## src/hw/rtl/b64d_pkg.sv

```systemverilog
// ----------------------------------------------------------------------------
// b64d_pkg
// shared types, constants and the character map of the base64 stream decoder
// ----------------------------------------------------------------------------
package b64d_pkg;

    localparam int QUEUE_DEPTH = 8;
    localparam int MAX_RESULTS = 3;

    localparam logic [7:0] PAD_CHAR = 8'h3D;

    typedef enum logic [1:0] {
        STATUS_OK         = 2'd0,
        STATUS_BAD_LENGTH = 2'd1,
        STATUS_BAD_CHAR   = 2'd2,
        STATUS_BAD_PAD    = 2'd3
    } status_t;

    typedef struct packed {
        logic [7:0] byte_value;
        logic       byte_valid;
        logic       last_of_item;
        logic       end_of_text;
        status_t    status;
    } result_t;

    // results caused by one character, entry 0 first
    typedef struct packed {
        logic [1:0]                    count;
        result_t [MAX_RESULTS-1:0]     entry;
    } bundle_t;

    // bit 6 set: not in the alphabet
    function automatic logic [6:0] sextet_of(logic [7:0] c);
        logic [7:0] v;
        v = 8'd64;
        if (c >= 8'h41 && c <= 8'h5A)
        begin
            v = c - 8'h41;
        end
        else if (c >= 8'h61 && c <= 8'h7A)
        begin
            v = c - 8'h61 + 8'd26;
        end
        else if (c >= 8'h30 && c <= 8'h39)
        begin
            v = c - 8'h30 + 8'd52;
        end
        else if (c == 8'h2B)
        begin
            v = 8'd62;
        end
        else if (c == 8'h2F)
        begin
            v = 8'd63;
        end
        return v[6:0];
    endfunction

endpackage

```

## src/hw/rtl/b64d_group_decode.sv

```systemverilog
// ----------------------------------------------------------------------------
// b64d_group_decode
// character register, group state and single-pass decode into a result bundle
// ----------------------------------------------------------------------------
module b64d_group_decode
(
    input  logic                 clk,
    input  logic                 rst_n,
    input  logic                 accept,
    input  logic [7:0]           char_code,
    input  logic                 final_char,
    output logic                 busy,
    output b64d_pkg::bundle_t    bundle
);

    logic                 valid_reg;
    logic [7:0]           char_reg;
    logic                 final_reg;

    logic [1:0]           pos_reg,   pos_next;
    logic [17:0]          gath_reg,  gath_next;
    logic [1:0]           pad_reg,   pad_next;
    b64d_pkg::status_t    err_reg,   err_next;

    logic [6:0]           map;
    logic [5:0]           sx;
    logic [23:0]          triple;
    logic [1:0]           n;
    b64d_pkg::bundle_t    res;

    assign map  = b64d_pkg::sextet_of(char_reg);
    assign busy = valid_reg;

    // input register
    always_ff @(posedge clk or negedge rst_n)
    begin
        if (!rst_n)
        begin
            valid_reg <= 1'b0;
        end
        else
        begin
            valid_reg <= accept;
        end
    end

    always_ff @(posedge clk)
    begin
        if (accept)
        begin
            char_reg  <= char_code;
            final_reg <= final_char;
        end
    end

    // group state
    always_ff @(posedge clk or negedge rst_n)
    begin
        if (!rst_n)
        begin
            pos_reg  <= 2'd0;
            gath_reg <= 18'd0;
            pad_reg  <= 2'd0;
            err_reg  <= b64d_pkg::STATUS_OK;
        end
        else if (valid_reg)
        begin
            pos_reg  <= pos_next;
            gath_reg <= gath_next;
            pad_reg  <= pad_next;
            err_reg  <= err_next;
        end
    end

    always_comb
    begin
        pos_next  = pos_reg;
        gath_next = gath_reg;
        pad_next  = pad_reg;
        err_next  = err_reg;
        sx        = 6'd0;
        triple    = {gath_reg, 6'd0};
        n         = 2'd0;
        res       = '0;

        if (err_reg == b64d_pkg::STATUS_OK)
        begin
            if (char_reg == b64d_pkg::PAD_CHAR)
            begin
                if (pos_reg < 2'd2)
                begin
                    err_next = b64d_pkg::STATUS_BAD_PAD;
                end
                else
                begin
                    pad_next = pad_reg + 2'd1;
                end
            end
            else if (pad_reg != 2'd0)
            begin
                err_next = b64d_pkg::STATUS_BAD_PAD;
            end
            else if (map[6])
            begin
                err_next = b64d_pkg::STATUS_BAD_CHAR;
            end
            else
            begin
                sx = map[5:0];
            end

            if (err_next == b64d_pkg::STATUS_OK)
            begin
                if (pos_reg != 2'd3)
                begin
                    gath_next = {gath_reg[11:0], sx};
                    pos_next  = pos_reg + 2'd1;
                end
                else if (pad_next != 2'd0 && !final_reg)
                begin
                    err_next = b64d_pkg::STATUS_BAD_PAD;
                end
                else
                begin
                    triple = {gath_reg, sx};
                    // one pad drops the last byte, two drop the last two
                    n = (pad_next >= 2'd2) ? 2'd1 : 2'd3 - pad_next;
                    for (int k = 0; k < b64d_pkg::MAX_RESULTS; k++)
                    begin
                        res.entry[k].byte_value = triple[23-8*k -: 8];
                        res.entry[k].byte_valid = (2'(k) < n);
                    end
                    pos_next  = 2'd0;
                    gath_next = 18'd0;
                    pad_next  = 2'd0;
                end
            end

            if (final_reg && err_next == b64d_pkg::STATUS_OK && pos_reg != 2'd3)
            begin
                err_next = b64d_pkg::STATUS_BAD_LENGTH;
            end
        end

        if (final_reg)
        begin
            if (err_next != b64d_pkg::STATUS_OK)
            begin
                res                      = '0;
                n                        = 2'd1;
                res.entry[0].last_of_item = 1'b1;
                res.entry[0].end_of_text  = 1'b1;
                res.entry[0].status       = err_next;
            end
            else if (n != 2'd0)
            begin
                res.entry[n-2'd1].last_of_item = 1'b1;
                res.entry[n-2'd1].end_of_text  = 1'b1;
            end
            pos_next  = 2'd0;
            gath_next = 18'd0;
            pad_next  = 2'd0;
            err_next  = b64d_pkg::STATUS_OK;
        end
        else if (n != 2'd0)
        begin
            res.entry[n-2'd1].last_of_item = 1'b1;
        end

        // unused entries carry no byte
        for (int k = 0; k < b64d_pkg::MAX_RESULTS; k++)
        begin
            if (2'(k) >= n)
            begin
                res.entry[k] = '0;
            end
        end

        res.count = valid_reg ? n : 2'd0;
        bundle    = res;
    end

endmodule

```

## src/hw/rtl/b64d_result_queue.sv

```systemverilog
// ----------------------------------------------------------------------------
// b64d_result_queue
// result queue: takes up to three results per cycle, gives one per transfer
// ----------------------------------------------------------------------------
module b64d_result_queue
#(
    parameter int DEPTH = b64d_pkg::QUEUE_DEPTH
)
(
    input  logic                        clk,
    input  logic                        rst_n,
    input  b64d_pkg::bundle_t           bundle,
    input  logic                        result_stall,
    output logic                        result_valid,
    output b64d_pkg::result_t           head,
    output logic                        pop,
    output logic [$clog2(DEPTH+1)-1:0]  count
);

    localparam int PTR_W  = $clog2(DEPTH);
    localparam int ADDR_W = $clog2(DEPTH + 3);
    localparam int CNT_W  = $clog2(DEPTH + 1);

    b64d_pkg::result_t  mem_reg [DEPTH];
    logic [PTR_W-1:0]   wr_ptr_reg, wr_ptr_next;
    logic [PTR_W-1:0]   rd_ptr_reg, rd_ptr_next;
    logic [CNT_W-1:0]   count_reg,  count_next;
    logic [PTR_W-1:0]   wr_addr [b64d_pkg::MAX_RESULTS];
    logic [ADDR_W-1:0]  sum;
    logic [ADDR_W-1:0]  rd_sum;

    assign result_valid = (count_reg != '0);
    assign head         = mem_reg[rd_ptr_reg];
    assign pop          = result_valid && !result_stall;
    assign count        = count_reg;

    always_comb
    begin
        sum = '0;
        for (int k = 0; k < b64d_pkg::MAX_RESULTS; k++)
        begin
            sum = ADDR_W'(wr_ptr_reg) + ADDR_W'(k);
            if (sum >= ADDR_W'(DEPTH))
            begin
                sum = sum - ADDR_W'(DEPTH);
            end
            wr_addr[k] = sum[PTR_W-1:0];
        end

        sum = ADDR_W'(wr_ptr_reg) + ADDR_W'(bundle.count);
        if (sum >= ADDR_W'(DEPTH))
        begin
            sum = sum - ADDR_W'(DEPTH);
        end
        wr_ptr_next = sum[PTR_W-1:0];

        rd_sum = ADDR_W'(rd_ptr_reg) + ADDR_W'(pop);
        if (rd_sum >= ADDR_W'(DEPTH))
        begin
            rd_sum = rd_sum - ADDR_W'(DEPTH);
        end
        rd_ptr_next = rd_sum[PTR_W-1:0];

        count_next = count_reg + CNT_W'(bundle.count) - CNT_W'(pop);
    end

    always_ff @(posedge clk or negedge rst_n)
    begin
        if (!rst_n)
        begin
            wr_ptr_reg <= '0;
            rd_ptr_reg <= '0;
            count_reg  <= '0;
        end
        else
        begin
            wr_ptr_reg <= wr_ptr_next;
            rd_ptr_reg <= rd_ptr_next;
            count_reg  <= count_next;
        end
    end

    always_ff @(posedge clk)
    begin
        for (int k = 0; k < b64d_pkg::MAX_RESULTS; k++)
        begin
            if (2'(k) < bundle.count)
            begin
                mem_reg[wr_addr[k]] <= bundle.entry[k];
            end
        end
    end

endmodule

```

## src/hw/rtl/base64_stream_decoder.sv

```systemverilog
// a character taken is held in the decode register, and its results are then
//   written into the result queue, from which they are transferred
// throughput: one character per cycle unless stalled, one result per cycle unless
//   stalled; a full group of four characters yields three results, which the result queue absorbs
// reset: rst_n clears the group state, the pending error and the queue at once
// ----------------------------------------------------------------------------
// base64_stream_decoder
// base64 text decoder, one character per transfer, up to three bytes per group
// ----------------------------------------------------------------------------
module base64_stream_decoder
#(
    // result queue depth, at least 6
    parameter int QUEUE_DEPTH = b64d_pkg::QUEUE_DEPTH
)
(
    input  logic        clk,
    input  logic        rst_n,

    // character channel
    input  logic        char_valid,
    output logic        char_stall,
    input  logic [7:0]  char_code,
    input  logic        final_char,

    // result channel
    output logic        result_valid,
    input  logic        result_stall,
    output logic [7:0]  byte_value,
    output logic        byte_valid,
    output logic        last_of_item,
    output logic        end_of_text,
    output logic [1:0]  status
);

    localparam int CNT_W = $clog2(QUEUE_DEPTH + 1);
    localparam int SUM_W = $clog2(QUEUE_DEPTH + 8);

    logic                 accept;
    logic                 busy;
    logic                 pop;
    logic [CNT_W-1:0]     count;
    logic [SUM_W-1:0]     need;
    logic [SUM_W-1:0]     room;
    b64d_pkg::bundle_t    bundle;
    b64d_pkg::result_t    head;

    // a character in the decode register may push three results on the
    // next edge, and a new character may push three more after it has passed
    // the decode register; take a character only when both fit after this cycle's pop
    assign need       = SUM_W'(count) + (busy ? SUM_W'(3) : SUM_W'(0)) + SUM_W'(3);
    assign room       = SUM_W'(QUEUE_DEPTH) + SUM_W'(pop);
    assign char_stall = (need > room);
    assign accept     = char_valid && !char_stall;

    // decode stage: character register, group state, result bundle
    b64d_group_decode u_decode
    (
        .clk        (clk),
        .rst_n      (rst_n),
        .accept     (accept),
        .char_code  (char_code),
        .final_char (final_char),
        .busy       (busy),
        .bundle     (bundle)
    );

    // result queue, one result per transfer
    b64d_result_queue
    #(
        .DEPTH (QUEUE_DEPTH)
    )
    u_queue
    (
        .clk          (clk),
        .rst_n        (rst_n),
        .bundle       (bundle),
        .result_stall (result_stall),
        .result_valid (result_valid),
        .head         (head),
        .pop          (pop),
        .count        (count)
    );

    assign byte_value   = head.byte_value;
    assign byte_valid   = head.byte_valid;
    assign last_of_item = head.last_of_item;
    assign end_of_text  = head.end_of_text;
    assign status       = head.status;

endmodule
```

## config.mk

```make
export PLATFORM = sky130hd
export DESIGN_NAME = base64_stream_decoder
export DESIGN_NICKNAME = d
export VERILOG_FILES = /design/src/hw/rtl/b64d_pkg.sv /design/src/hw/rtl/b64d_group_decode.sv /design/src/hw/rtl/b64d_result_queue.sv /design/src/hw/rtl/base64_stream_decoder.sv
export SDC_FILE = /design/constraint.sdc
export NUM_CORES = 1
export LEC_CHECK = 0
export ABC_AREA = 1
export BUFFER_PORTS_ARGS = -buffer_cell sky130_fd_sc_hd__buf_2
export CORE_MARGIN = 8
export CORE_UTILIZATION = 25
export CTS_CLUSTER_SIZE = 40
export DETAILED_ROUTE_END_ITERATION = 10
export GPL_ROUTABILITY_DRIVEN = 0
export GPL_TIMING_DRIVEN = 0
export SLEW_MARGIN = 20
export SYNTH_ARGS = -nofsm -noshare
export SYNTH_HDL_FRONTEND = slang
export SYNTH_HIERARCHICAL = 1
export SYNTH_SLANG_ARGS = --single-unit
export TNS_END_PERCENT = 20
```

## constraint.sdc

```tcl
create_clock -name clk -period 5.4 [get_ports clk]
set_input_delay 0.54 -clock clk [delete_from_list [all_inputs] [get_ports clk]]
set_output_delay 0.54 -clock clk [all_outputs]
set_load 0.05 [all_outputs]
```

==> results.py <==
metrics = {
    "run_status": {
        "status": "finished, final reports clean",
    },
    "sta": {
        "clock.fmax_ghz": 0.212,
        "worst_slew_pin_slew_ns": 1.00,
        "fin_ws_ns": 0.684,
        "fin_crit_sh": 0.873,
        "whs_ns": 0.216,
        "clock_skew_ns": 0.0116,
        "setup_violations": 0,
        "final_hold_viol_count": 0,
        "min_period_ns": 4.72,
        "maxSlewViolCount": 0,
        "fin_tns_setup_ns": 0,
        "rsz0062_at_grt": "false",
        "slew_headroom": 0.331,
    },
    "yosys": {
        "yosysSeqAreaShare": 0.399,
        "synthSimpleGateAreaFrac": 0.378,
        "ys.flop_type": "edfxtp_1",
        "yosys.area_share.xor_xnor": 0.00982,
        "synth_area_um2": 10700,
        "synthAdderAreaFrac": 0.0313,
        "avgSynthCellArea_um2": 7.57,
        "ys_ff_latch": 148,
        "ys_types": 48,
        "synth_warnings": 6,
        "synthesis.instances": 1414,
        "async_flop_share": 0.236,
        "synth-compound-area-share": 0.0687,
        "synth-edff-count": 113,
        "muxShareOfSynthArea": 0.00105,
        "synth_top_family_by_area": "simple AND/OR/NAND/NOR gates",
    },
    "critical_path": {
        "reg2reg_from": "u_decode/char_reg[2]",
        "path_max_fanout": 13,
        "critPathLaunch": "u_decode/char_reg[2]",
        "cpMaxStageDelayCell": "nand3_1",
        "cpMostUsedCell": "nand3_4",
        "arrival_ns": 4.78,
        "path_class": "register to register",
        "r2r_cells": 22,
        "cp_top_family": "simple AND/OR/NAND/NOR gates",
        "r2r-end": "u_queue/mem_reg[3][9]",
        "crit_chain": "clkbuf_1 -> inv_1 -> ha_1 -> inv_1 -> nor2_1 -> nand2_1 -> nand3_4 -> nand2_4 -> nand2_2 -> nand3_4 -> nand3_4 -> a21oi_4 -> nand2_2 -> nor2_2 -> inv_2 -> buf_2 -> nor2_1 -> nand2_1 -> inv_2 -> nand3_1 -> buf_2 -> nand3_1",
        "endpoint": "u_queue/mem_reg[3][9]",
        "cp.required_ns": 5.46,
        "reg2reg_slack_ns": 0.68,
        "max_stage_delay_ns": 0.69,
        "startpoint_type": "register",
        "cp_num_cells": 22,
        "critPathBufInv": 7,
        "critPathCaptureType": "register",
    },
    "clocking": {
        "cts_buffers": 17,
        "ctsHtreeMaxLevel": 4,
        "cts-root-buf": "clkbuf_16",
        "cts_setup_buffers": 0,
        "cts_buffer_depth": 2,
        "cts.repair.resized": 0,
        "clkSinkCount": 148,
        "cts_tree": "done",
        "clkLatencyLatePin_ns": 0.44,
        "path_clk_slew_ns": 0.07,
        "cts_hold_buf": 0,
    },
    "finish": {
        "fin_nets": 1501,
        "design_area_um2": 12100,
        "syn_to_final_growth_pct": 13.0,
        "insertedDiodeCount": 0,
        "finalNonFillerCells": 2022,
        "final_cell_mix": "nand2_1, nand3_1, nor2_1",
        "largest_reg_flops": 104,
        "layout-drive-gt1-share": 0.156,
        "final_common_cell": "nand2_1",
    },
    "route": {
        "drtAntennaViolNets": 0,
        "dr.pass1.iters": 5,
        "drc": 0,
        "vias_per_cell": 5.07,
        "vias": 10200,
        "drt_first_iter_violations": 1061,
        "routedWlPerCell_um": 17.1,
        "drt_wl_total_um": 34700,
    },
    "power": {
        "power_frac_comb": 0.574,
        "ir_drop_mv": 0.269,
        "p_per_area_nw_per_um2": 536,
        "internal-power_w": 0.00311,
        "seq_power_share": 0.249,
        "switching_power_w": 0.00338,
        "power_frac_clock": 0.177,
        "p_leak_nw": 5.59,
        "switching_share": 0.521,
    },
    "placed_design": {
        "placed_cells": 1990,
        "place_area_um2": 11500,
        "dp_hpwl_um": 26200,
        "io_buffer_count": 27,
        "dp_slack_ns": 0.655,
    },
    "floorplanning": {
        "core_um2": 42700,
        "floorplan.initialDensity": 0.251,
        "io_pins": 28,
        "dieHeight_um": 223,
        "die_w_um": 223,
        "rows": 76,
        "die-area_um2": 49700,
    },
    "grt": {
        "grt_pass1_wl_um": 54700,
        "grtUsageTotal": 0.139,
        "antenna_found_initial": 0,
        "grt_pass1_vias": 9710,
        "grt_max_degree": 36,
        "overflow": 0,
    },
    "flow_run": {
        "maxCapViolations": 0,
    },
    "worst_hold_path": {
        "hp-class": "input port to async pin",
    },
}
layer usage:
| metal | routed length (um) | share of wire | GRT usage | vias to the layer above |
|---|---|---|---|---|
| met5 | 0 | 0 | 0 | - |
| met4 | 1490 | 0.043 | 0.0686 | 0 |
| met3 | 2680 | 0.077 | 0.0219 | 112 |
| met2 | 15700 | 0.45 | 0.224 | 507 |
| met1 | 14800 | 0.43 | 0.181 | 4811 |
| li1 | - | - | - | 4813 |
logic make-up after synthesis:
logic type	Yosys count
flip-flops	148
buffers and inverters	239
AO/OA/AOI/OAI	131
AND/OR/NAND/NOR	857
adder cells (fa/ha/maj)	25
XOR/XNOR	12
multiplexers	1
other	1
cell type report:
class | count | area [um^2]
plain buffers | 110 | 703
repair buffers | 27 | 135
clock inverters | 13 | 116
clock buffers | 19 | 443
flip-flops and latches | 148 | 4270
well taps | 546 | 683
fillers | 4563 | 30600
inverters | 129 | 492
multi-input cells | 1030 | 5250
cell usage after synthesis, types with 3 or more instances:
master	instances	area (um^2)
nand2_1	410	1540
nand4_1	113	707
nor2_1	131	492
nor3_2	7	70.1
o21ai_1	8	40.0
nand3_4	9	158
a21oi_1	6	30.0
nand3_2	12	120
buf_6	15	169
inv_1	107	402
fa_1	3	60.1
o211ai_1	5	37.5
xor2_1	7	61.3
nand3_1	141	706
ha_1	22	275
clkbuf_1	14	52.6
buf_2	36	180
nor2_2	8	50.1
buf_4	31	233
dfrtp_1	35	876
xnor2_1	5	43.8
nand2_4	3	33.8
nand2_2	13	81.3
o21ai_0	94	470
edfxtp_1	113	3390
buf_1	13	48.8
o21ai_2	11	96.3
inv_2	18	67.6
power groups by stage:
stage | Combinational (W) | Sequential [W] | Clock [W]
global route | 0.00407 | 0.00164 | 0.00121
global placement | 0.00362 | 0.00163 | 0
detailed placement | 0.00367 | 0.00164 | 0
finish | 0.00373 | 0.00161 | 0.00115
CTS | 0.00368 | 0.00161 | 0.00116
floorplan | 0.00268 | 0.00160 | 0
stage by stage:
step,utilization,total power [W]
CTS,0.283,0.00646
floorplan,-,0.00428
global route,0.283,0.00692
detailed placement,0.270,0.00530
global placement,0.270,0.00525
finish,0.283,0.00649
worst min-delay path by stage:
stage / cells past startpoint / slack, ns / endpoint / start
final: 1 / 0.22 / u_queue/wr_ptr_reg[0] / rst_n
after global routing: 1 / 0.26 / u_decode/char_reg[3] / char_code[3]
after CTS: 1 / 0.24 / u_queue/wr_ptr_reg[0] / rst_n
after detailed placement: 1 / 0.49 / u_queue/rd_ptr_reg[1] / u_queue/rd_ptr_reg[1]
after global placement: 1 / 0.48 / u_queue/rd_ptr_reg[1] / u_queue/rd_ptr_reg[1]
after floorplan: 0 / 0.24 / u_decode/busy / rst_n
worst register-to-register path: cells and delay by family (launching register included):
kind	cells	cell delay, ns
flip-flops	1	0.39
AO/OA/AOI/OAI	1	0.14
AND/OR/NAND/NOR	13	2.24
buffers and inverters	7	1.30
adder cells (fa/ha/maj)	1	0.29
Note: power is estimated with default switching activity, not from simulation.
